--- src/hw/rtl/rkc_pkg.sv ---
// Shared constants, codes and types of the RGB convolution block.
package rkc_pkg;

  localparam int MAX_WIDTH   = 1024;
  localparam int MAX_HEIGHT  = 1024;
  localparam int MAX_KERNEL  = 7;
  localparam int WFRAC       = 16;

  localparam int LINE_DEPTH  = MAX_WIDTH * (MAX_KERNEL + 1);
  localparam int LINE_AW     = $clog2(LINE_DEPTH);
  localparam int TABLE_DEPTH = MAX_KERNEL * MAX_KERNEL;
  localparam int TABLE_AW    = $clog2(TABLE_DEPTH);
  localparam int PIX_W       = 40;
  localparam int CNT_W       = 21;
  localparam int CRD_W       = 10;
  localparam int ACC_W       = 33;
  localparam int PROD_W      = 27;

  localparam logic [1:0] OP_LOAD  = 2'd0;
  localparam logic [1:0] OP_PIXEL = 2'd1;
  localparam logic [1:0] OP_DRAIN = 2'd2;

  localparam logic [1:0] REG_WIDTH  = 2'd0;
  localparam logic [1:0] REG_HEIGHT = 2'd1;
  localparam logic [1:0] REG_KSIZE  = 2'd2;

  localparam logic CMD_LOAD = 1'b0;
  localparam logic CMD_PIX  = 1'b1;

  typedef struct packed {
    logic [10:0] w;
    logic [10:0] h;
    logic [2:0]  ks;
    logic [1:0]  r;
  } cfg_t;

  typedef struct packed {
    logic                kind;
    logic [5:0]          widx;
    logic signed [17:0]  wval;
    logic [PIX_W-1:0]    pix;
    logic                store;
    logic [LINE_AW-1:0]  addr;
    logic                produce;
    logic [CRD_W-1:0]    px;
    logic [CRD_W-1:0]    py;
    logic                last;
  } cmd_t;

endpackage

--- src/hw/rtl/rkc_queue.sv ---
// Two-entry command queue between front and back.
module rkc_queue (
  input  logic          clk,
  input  logic          rst_n,
  input  logic          push,
  input  rkc_pkg::cmd_t push_cmd,
  output logic          full,
  input  logic          pop,
  output logic          not_empty,
  output rkc_pkg::cmd_t head
);
  import rkc_pkg::*;

  cmd_t       ent_r [2];
  logic       wptr_r, wptr_nxt, rptr_r, rptr_nxt;
  logic [1:0] cnt_r, cnt_nxt;
  logic       do_push, do_pop;

  assign full      = (cnt_r == 2'd2);
  assign not_empty = (cnt_r != 2'd0);
  assign head      = ent_r[rptr_r];
  assign do_push   = push && !full;
  assign do_pop    = pop && not_empty;

  always_comb begin
    wptr_nxt = do_push ? ~wptr_r : wptr_r;
    rptr_nxt = do_pop ? ~rptr_r : rptr_r;
    cnt_nxt  = cnt_r + 2'(do_push) - 2'(do_pop);
  end

  always_ff @(posedge clk) begin
    if (do_push) begin
      ent_r[wptr_r] <= push_cmd;
    end
    if (!rst_n) begin
      wptr_r <= 1'b0;
      rptr_r <= 1'b0;
      cnt_r  <= '0;
    end else begin
      wptr_r <= wptr_nxt;
      rptr_r <= rptr_nxt;
      cnt_r  <= cnt_nxt;
    end
  end
endmodule

--- config.mk ---
export PLATFORM = sky130hd
export DESIGN_NAME = rkc_queue
export DESIGN_NICKNAME = d
export VERILOG_FILES = /design/src/hw/rtl/rkc_pkg.sv /design/src/hw/rtl/rkc_queue.sv
export SDC_FILE = /design/constraint.sdc
export NUM_CORES = 1
export LEC_CHECK = 0
export ABC_AREA = 0
export BUFFER_PORTS_ARGS = -buffer_cell sky130_fd_sc_hd__buf_4
export CORE_AREA = 2 2 172 124
export CTS_BUF_LIST = sky130_fd_sc_hd__clkbuf_2
export CTS_CLUSTER_DIAMETER = 40
export DETAILED_ROUTE_END_ITERATION = 10
export DIE_AREA = 0 0 174 126
export HOLD_SLACK_MARGIN = 0.06
export PLACE_DENSITY = 0.66
export SLEW_MARGIN = 30
export SYNTH_ARGS = -nofsm -noshare
export SYNTH_HDL_FRONTEND = slang
export SYNTH_SLANG_ARGS = --single-unit
--- constraint.sdc ---
create_clock -name clk -period 6.65 [get_ports clk]
set_clock_uncertainty 0.05 [all_clocks]
set_input_delay 0.3325 -clock clk [delete_from_list [all_inputs] [get_ports clk]]
set_output_delay 0.3325 -clock clk [all_outputs]
set_load 0.005 [all_outputs]
==> impl_metrics.ini <==
[global_routing]
grt.met2_usage_pct = 21.8
gr-total-overflow = 0
antenna_found_initial = 0
grt_pass1_wl_um = 24000
grt_pass1_vias = 4624
grt_max_degree = 58
grt_use_met1_pct = 18.4
grt_usage_pct = 14.0
top_usage_layer = met2
globalRouteMet3Util_pct = 4.80

[cts]
root_buffer = clkbuf_2
post_cts_buffers = 0
cts_buffer_depth = 3
numCtsBuffers = 50
htreeDepth = 2
worstSkewPairLatency_ns = 0.73
cts_tree = done
cts_sinks = 207
path_clk_slew_ns = 0.11

[critical_path]
start_kind = register
slowest_delay_ns = 0.89
slowest_stage = dfxtp_4
required_ns = 6.27
arrival_ns = 2.88
worst_setup_path_end_kind = output port
critPathMaxFanout = 55
worstPathCellList = buf_6 -> mux2_4 -> buf_4
critical_path_class = register to output port

[worst_hold_path]
hp-class = input pin to register

[placed_design]
routabilityCongestion = 0.719
dp_hpwl_um = 9770
io_buffers = 207
post-place-ws_ns = 3.88

[power]
total_power_mw = 3.53
peakVddDrop_uv = 194
cellLeakagePower_nw = 4.50
powerDensity_nw_per_um2 = 315

[sta]
worst_slew_margin_rel_pct = 42.7
drv_slew = 0
post-route-period-util_pct = 49.1
setup_violations = 0
fin_ws_ns = 3.39
tightestPinTransition_ns = 0.860
hold_viol = 0
timing.hold.ws_ns = 0.274
tns_ns = 0
finalCriticalPeriod_ns = 3.26
timing.fmax_ghz = 0.306
rsz0062_at_grt = false

[synthesis]
ys_ff_latch = 207
synth-seq-area-share_pct = 77.4
ys_top_cells_by_count = edfxtp_1, mux2_4, mux2_2
synth_edf_count = 202
avgSynthCellArea_um2 = 23.4
yosysMostFrequentCell = edfxtp_1
ys.flop_type = edfxtp_1
syn_area_um2 = 7970
ys_top_cells_by_area = edfxtp_1, mux2_4, buf_12, mux2_2, dfxtp_1
syn_nets = 447
ys_types = 19
yosysTopAreaCellShare_pct = 76.1
syn_inst = 340
async_flop_share_pct = 0
yosys.area.top_type = edfxtp_1
yosysWarnings = 0

[floorplanning]
die_w_um = 174
initial_utilization_pct = 39.3
core_area_um2 = 20300
die_h_um = 126
ios = 208
die_area_um2 = 21900
rows = 44

[finish]
antenna_cells = 0
final_layout_size_suffix_gt1_share_pct = 54.3
syn2layout_area_growth_pct = 40.6
layout.nets = 803
utilization_pct = 55.3

[route]
dr.pass1.iters = 4
drc = 0
vias = 4346
drtIter0Drc = 204
drt-vias-per-instance = 4.32
drtAntennaViolNets = 0
routed_wl_um = 15900
wire_per_inst_um = 15.8

[job]
cap_viol_max_count = 0

[run_status]
outcome = finished clean
-- area by class of cell --
cell class / instances / area (µm²)
clock buffer: 77 / 385
clock inverter: 8 / 56.3
fill: 1593 / 9050
inverter: 3 / 11.3
multi-input combinational: 119 / 1610
sequential: 207 / 6170
tap: 276 / 345
timing repair buffer: 315 / 2630
-- path summary, 6_finish.rpt --
| path | from | to | slack (ns) | cells after the start |
|---|---|---|---|---|
| worst min register to register | rptr_r | register | 0.47 | 2 |
| worst max-delay path | register | head[79] | 3.39 | 3 |
| worst min-delay path | push_cmd[15] | ent_r[1][15] | 0.27 | 2 |
| worst max register to register | cnt_r[0] | ent_r[1][25] | 4.24 | 3 |
-- cell usage in the layout, fill, tap and decap left out, types with 3 or more instances in the layout --
master / n
buf_4: 210
clkbuf_2: 77
clkinv_1: 5
dfxtp_1: 4
dlygate4sd3_1: 104
edfxtp_1: 202
inv_1: 3
mux2_2: 11
mux2_4: 90
nor2_1: 3
-- power by group --
| group | switching, mW | internal, mW |
|---|---|---|
| Sequential | 0.0914 | 1.64 |
| Clock | 0.465 | 0.340 |
| Combinational | 0.374 | 0.620 |
| Total | 0.931 | 2.60 |
-- stage by stage --
stage | instance area (µm²) | std cells
after floorplan | 7970 | 340
after global placement | 9720 | 816
after detailed placement | 9720 | 816
after CTS | 11200 | 1005
after global routing | 11200 | 1005
final | 11200 | 1005
-- registers in the layout, summed over array words and instances, names as in the netlist, named ones only --
name	cells
wptr_r	1
ent_r	202
cnt_r	2
rptr_r	1
-- critical path, delay by kind of cell, from the launching register on --
kind	cells	cell delay (ns)
buf+inv	2	0.78
flops	1	0.89
mux	1	0.36
-- per-layer routing --
layer	wire length, µm	part of all wire (%)	up-vias
met5	0	0	-
li1	-	-	2075
met1	7310	46	2078
met3	1170	7.4	16
met2	7220	46	177
met4	159	1.0	0
-- kinds of logic after synthesis --
kind of cell             synth area share [%]
multiplexers                             18.6
AO/OA/AOI/OAI                          0.0942
XOR/XNOR                                0.330
adder cells (fa/ha/maj)                 0.314
flip-flops                               77.4
buffers and inverters                    2.61
AND/OR/NAND/NOR                         0.675
-- repair_timing --
item / 4_1_cts / 5_1_grt
endpoints found under the hold margin: 207 / 0
setup endpoints to repair: 0 / 0
hold buffers: 104 / 0
gates resized for setup: 0 / 0
(Power assumes the default switching activity.)
