File: src/hw/rtl/rkc_pkg.sv
// Shared constants, codes and types of the RGB convolution block.
package rkc_pkg;

  localparam int MAX_WIDTH   = 1024;
  localparam int MAX_HEIGHT  = 1024;
  localparam int MAX_KERNEL  = 7;
  localparam int WFRAC       = 16;

  localparam int LINE_DEPTH  = MAX_WIDTH * (MAX_KERNEL + 1);
  localparam int LINE_AW     = $clog2(LINE_DEPTH);
  localparam int TABLE_DEPTH = MAX_KERNEL * MAX_KERNEL;
  localparam int TABLE_AW    = $clog2(TABLE_DEPTH);
  localparam int PIX_W       = 40;
  localparam int CNT_W       = 21;
  localparam int CRD_W       = 10;
  localparam int ACC_W       = 33;
  localparam int PROD_W      = 27;

  localparam logic [1:0] OP_LOAD  = 2'd0;
  localparam logic [1:0] OP_PIXEL = 2'd1;
  localparam logic [1:0] OP_DRAIN = 2'd2;

  localparam logic [1:0] REG_WIDTH  = 2'd0;
  localparam logic [1:0] REG_HEIGHT = 2'd1;
  localparam logic [1:0] REG_KSIZE  = 2'd2;

  localparam logic CMD_LOAD = 1'b0;
  localparam logic CMD_PIX  = 1'b1;

  typedef struct packed {
    logic [10:0] w;
    logic [10:0] h;
    logic [2:0]  ks;
    logic [1:0]  r;
  } cfg_t;

  typedef struct packed {
    logic                kind;
    logic [5:0]          widx;
    logic signed [17:0]  wval;
    logic [PIX_W-1:0]    pix;
    logic                store;
    logic [LINE_AW-1:0]  addr;
    logic                produce;
    logic [CRD_W-1:0]    px;
    logic [CRD_W-1:0]    py;
    logic                last;
  } cmd_t;

endpackage

File: src/hw/rtl/rkc_front.sv
// Front end: configuration registers, frame counters and item classification.
module rkc_front (
  input  logic                clk,
  input  logic                rst_n,
  input  logic                cfg_we,
  input  logic [1:0]          cfg_index,
  input  logic [10:0]         cfg_data,
  input  logic                acc_en,
  input  logic [1:0]          operation,
  input  logic [5:0]          weight_index,
  input  logic signed [17:0]  weight_value,
  input  logic [7:0]          red_in,
  input  logic [7:0]          green_in,
  input  logic [7:0]          blue_in,
  input  logic [15:0]         side_in,
  output rkc_pkg::cfg_t       cfg,
  output logic                push,
  output rkc_pkg::cmd_t       cmd
);
  import rkc_pkg::*;

  logic [10:0]      width_r, width_nxt, height_r, height_nxt;
  logic [2:0]       ksize_r, ksize_nxt;
  logic [CNT_W-1:0] recv_r, recv_nxt, emit_r, emit_nxt;
  logic [CRD_W-1:0] ex_r, ex_nxt, ey_r, ey_nxt;
  logic [21:0]      area;
  logic [CNT_W-1:0] total, lag, emit_inc;
  logic [12:0]      lag_s;
  logic             do_emit;

  always_comb begin
    cfg.w  = (width_r == 11'd0) ? 11'd1 :
             (width_r > 11'(MAX_WIDTH)) ? 11'(MAX_WIDTH) : width_r;
    cfg.h  = (height_r == 11'd0) ? 11'd1 :
             (height_r > 11'(MAX_HEIGHT)) ? 11'(MAX_HEIGHT) : height_r;
    cfg.ks = (ksize_r == 3'd0) ? 3'd1 : ksize_r;
    cfg.r  = cfg.ks[2:1];
  end

  assign area     = cfg.w * cfg.h;
  assign total    = area[CNT_W-1:0];
  assign lag_s    = 13'(cfg.r) * 13'(cfg.w) + 13'(cfg.r);
  assign lag      = CNT_W'(lag_s);
  assign emit_inc = emit_r + CNT_W'(1);

  always_comb begin
    width_nxt  = width_r;
    height_nxt = height_r;
    ksize_nxt  = ksize_r;
    recv_nxt   = recv_r;
    emit_nxt   = emit_r;
    ex_nxt     = ex_r;
    ey_nxt     = ey_r;
    push       = 1'b0;
    do_emit    = 1'b0;
    cmd        = '0;
    cmd.widx   = weight_index;
    cmd.wval   = weight_value;
    cmd.pix    = {side_in, blue_in, green_in, red_in};
    cmd.addr   = recv_r[LINE_AW-1:0];
    cmd.px     = ex_r;
    cmd.py     = ey_r;
    cmd.last   = (emit_inc == total);
    if (cfg_we && cfg_index <= REG_KSIZE) begin
      unique case (cfg_index)
        REG_WIDTH:  width_nxt  = cfg_data;
        REG_HEIGHT: height_nxt = cfg_data;
        REG_KSIZE:  ksize_nxt  = cfg_data[2:0];
        default:    ;
      endcase
      recv_nxt = '0;
      emit_nxt = '0;
      ex_nxt   = '0;
      ey_nxt   = '0;
    end else if (acc_en) begin
      unique case (operation)
        OP_LOAD: begin
          if (weight_index < 6'(TABLE_DEPTH)) begin
            push     = 1'b1;
            cmd.kind = CMD_LOAD;
          end
        end
        OP_PIXEL: begin
          if (recv_r < total) begin
            push        = 1'b1;
            cmd.kind    = CMD_PIX;
            cmd.store   = 1'b1;
            cmd.produce = (recv_r >= lag);
            do_emit     = cmd.produce;
            recv_nxt    = recv_r + CNT_W'(1);
          end
        end
        OP_DRAIN: begin
          if (recv_r >= total && emit_r < total) begin
            push        = 1'b1;
            cmd.kind    = CMD_PIX;
            cmd.produce = 1'b1;
            do_emit     = 1'b1;
          end
        end
        default: ;
      endcase
      if (do_emit) begin
        emit_nxt = emit_inc;
        if (11'(ex_r) + 11'd1 == cfg.w) begin
          ex_nxt = '0;
          ey_nxt = ey_r + CRD_W'(1);
        end else begin
          ex_nxt = ex_r + CRD_W'(1);
        end
        // frame done: restart the receive, emit and coordinate counters
        if (emit_inc >= total) begin
          recv_nxt = '0;
          emit_nxt = '0;
          ex_nxt   = '0;
          ey_nxt   = '0;
        end
      end
    end
  end

  always_ff @(posedge clk) begin
    if (!rst_n) begin
      width_r  <= 11'(MAX_WIDTH);
      height_r <= 11'(MAX_HEIGHT);
      ksize_r  <= 3'd3;
      recv_r   <= '0;
      emit_r   <= '0;
      ex_r     <= '0;
      ey_r     <= '0;
    end else begin
      width_r  <= width_nxt;
      height_r <= height_nxt;
      ksize_r  <= ksize_nxt;
      recv_r   <= recv_nxt;
      emit_r   <= emit_nxt;
      ex_r     <= ex_nxt;
      ey_r     <= ey_nxt;
    end
  end
endmodule

File: config.mk
export PLATFORM = sky130hd
export DESIGN_NAME = rkc_front
export DESIGN_NICKNAME = d
export VERILOG_FILES = /design/src/hw/rtl/rkc_pkg.sv /design/src/hw/rtl/rkc_front.sv
export SDC_FILE = /design/constraint.sdc
export NUM_CORES = 1
export LEC_CHECK = 0
export ABC_AREA = 1
export BUFFER_PORTS_ARGS = -buffer_cell sky130_fd_sc_hd__buf_4
export CAP_MARGIN = 20
export CORE_MARGIN = 10
export CORE_UTILIZATION = 40
export CTS_BUF_LIST = sky130_fd_sc_hd__clkbuf_4
export CTS_CLUSTER_DIAMETER = 80
export DETAILED_ROUTE_END_ITERATION = 16
export GPL_ROUTABILITY_DRIVEN = 0
export GPL_TIMING_DRIVEN = 1
export HOLD_SLACK_MARGIN = 0.15
export PLACE_DENSITY_LB_ADDON = 0.25
export SLEW_MARGIN = 20
export SYNTH_ARGS = -nofsm -noshare
export SYNTH_HDL_FRONTEND = slang
export SYNTH_SLANG_ARGS = --single-unit
File: constraint.sdc
create_clock -name clk -period 24.1 [get_ports clk]
set_clock_uncertainty 0.05 [all_clocks]
set_input_delay 3.615 -clock clk [delete_from_list [all_inputs] [get_ports clk]]
set_output_delay 3.615 -clock clk [all_outputs]
set_load 0.005 [all_outputs]
==> flow_summary.yaml <==
floorplanning:
  start_util_pct: 40.9
  ioPinCount: 212
  rows: 63
  die_y_um: 195
  die_w_um: 195
  dieArea_um2: 37900
  core_area_um2: 29900
worst_setup_path:
  reg2reg_depth: 35
  critical_path.max_stage_delay_ps: 800
  critPathLaunchType: "flip-flop"
  crit_fanout: 31
  cpMaxStageDelayCell: "dfxtp_1"
  cp.arrival_ps: 9400
  crit_path_end_kind: "output port"
  worst-setup-path-type: "reg -> out"
  required_ps: 20430
  critPathMostFrequentCell: "inv_1"
clocking:
  cts.htree.levels: 3
  cts.path.max_buffers: 2
  cts_tree: "done"
  cts_resized: 0
  clock_sinks: 87
  cts.clk_slew.worst_paths_ps: 130
  insertion_delay_ps: 510
  hold_buffers: 0
  cts_inserted_buffers: 9
  post_cts_buffers: 0
  root_buffer: "clkbuf_4"
global_routing:
  grt.met2_usage_pct: 30.6
  grt_pass1_vias: 10900
  grt_use_met3_pct: 3.25
  grt.overflow.total: 0
  track_usage_pct: 18.2
  grt_use_met1_pct: 23.4
  globalRoute.busiestLayer: "met2"
  grt_pass1_wl_um: 57200
  grt_max_degree: 35
  antenna_found_initial: 1
power_and_ir_drop:
  finalPower_uw: 337
  ir_worst_vdd_v: 0.0000149
  leakage_nw: 6.50
  powerDensity_nw_per_um2: 26.4
timing:
  drv_slew: 0
  setup_slack_ps: 11040
  max_freq_ghz: 0.0766
  fin_crit_ps: 13060
  timing.hold.ws_ps: 427
  timing_hold_violations_final: 0
  rsz0062_at_grt: "no"
  max_slew.worst_pin.slew_ps: 1210
  period_share_pct: 54.2
  tns_ps: 0
  relSlewSlack_pct: 18.4
  setup_viol: 0
yosys:
  ys_seq_area_share_pct: 14.3
  synth_edf_count: 0
  synth_cells: 1797
  postSynthAreaPerCell_um2: 6.80
  ys_warn_count: 0
  synth_top_area_cell: "ha_1"
  synthTopCellsByCount: "nand2_1, inv_1, nor2_1, ha_1, a21oi_1"
  async_flop_share_pct: 0
  synth_cell_types: 50
  synth_seq_cells: 87
  yosysMostFrequentCell: "nand2_1"
  synth_nets: 2110
  synth.cell_area_um2: 12200
  ys_top_cells_by_area: "ha_1, dfxtp_1, fa_1, nand2_1, inv_1"
  synth_ff_type: "dfxtp_1"
  synth_top_area_share_pct: 15.3
place:
  placedInstanceArea_um2: 12700
  port_buffers: 95
  pre_cts_ws_ps: 11610
  dp_hpwl_um: 29200
  placed_cells_incl_taps: 2171
layout:
  drive_above_1_share_pct: 8.79
  fin_area_um2: 12800
  fillers: 3151
  layout.nets: 2105
  final_cells: 2188
  area_delta_synth_final_pct: 4.74
  post-route-util_pct: 42.8
detailed_routing:
  wl_per_cell_um: 16.1
  viasPerCell: 5.10
  ant_nets: 0
  wl_um: 35200
  drc: 0
  dr.pass1.iters: 5
  drt_iter0_markers: 673
  num_vias: 11100
worst_hold_path:
  min_delay_path_depth: 2
  hp-class: "reg -> reg"
run_status:
  status: "finished clean"
run:
  drv_cap: 0
==> sequential cells by signal, summed over array words and instances (netlist names) <==
name	flops
recv_r	21
height_r	11
width_r	11
ey_r	10
emit_r	21
ksize_r	3
ex_r	10
==> critical path, delay by kind of cell, from the launching register on <==
| kind | cells | cell delay (ps) |
|---|---|---|
| adder cells (fa/ha/maj) | 7 | 3300 |
| AO/OA/AOI/OAI | 3 | 450 |
| flip-flops | 1 | 800 |
| AND/OR/NAND/NOR | 15 | 2450 |
| XOR/XNOR | 1 | 390 |
| buffers and inverters | 9 | 1480 |
==> cells in the final DEF, fill, tap and decap left out, types with 12 or more instances in the layout <==
cell type | Yosys | layout
dfxtp_1 | 87 | 87
nor2_1 | 239 | 239
nand3_1 | 76 | 76
nand2_1 | 355 | 355
xor2_1 | 40 | 40
fa_1 | 81 | 81
nand2_2 | 14 | 14
a21oi_1 | 89 | 89
xnor2_1 | 16 | 16
nand4_1 | 39 | 39
nor4_1 | 12 | 12
inv_1 | 296 | 296
o21ai_1 | 14 | 14
ha_1 | 149 | 149
o21ai_0 | 60 | 60
nor3_1 | 30 | 30
buf_4 | 80 | 98
==> power breakdown <==
group	internal, mW	switching, mW
Clock	0.0340	0.0575
Sequential	0.147	0.00317
Combinational	0.0322	0.0638
==> logic make-up after synthesis <==
group	count (synthesis)	share of synthesized area, %
AND/OR/NAND/NOR	803	28.4
buffers and inverters	426	16.1
adder cells (fa/ha/maj)	230	28.5
AO/OA/AOI/OAI	194	8.59
flip-flops	87	14.3
XOR/XNOR	56	4.02
multiplexers	1	0.0819
==> layout make-up <==
class | count | area (µm²) | area share [%]
Clock inverter | 5 | 58.8 | 0.460
Sequential cell | 87 | 1740 | 13.6
Antenna cell | 1 | 2.50 | 0.0196
Timing Repair Buffer | 98 | 736 | 5.75
Tap cell | 390 | 488 | 3.81
Clock buffer | 11 | 82.6 | 0.645
Multi-Input combinational cell | 1284 | 8510 | 66.5
Inverter | 312 | 1180 | 9.19
==> layer usage <==
layer  part of all wire, %  routed length (µm)  vias to the layer above
met2                    47               16500                      257
met4                   2.1                 739                        0
met5                     0                   0                        -
li1                      -                   -                     5588
met3                   4.8                1710                       50
met1                    46               16200                     5254
==> worst paths after layout <==
path | start | end | slack (ps)
setup / recovery | width_r[10]$_SDFFE_PN1P_ | cmd[21] | 11040
hold / removal | width_r[7]$_SDFFE_PN0P_ | width_r[7]$_SDFFE_PN0P_ | 430
setup reg to reg | width_r[10]$_SDFFE_PN1P_ | ex_r[9]$_SDFFE_PP0P_ | 14200
hold reg to reg | width_r[7]$_SDFFE_PN0P_ | width_r[7]$_SDFFE_PN0P_ | 430
No activity file was read; power rests on OpenSTA's default activity.
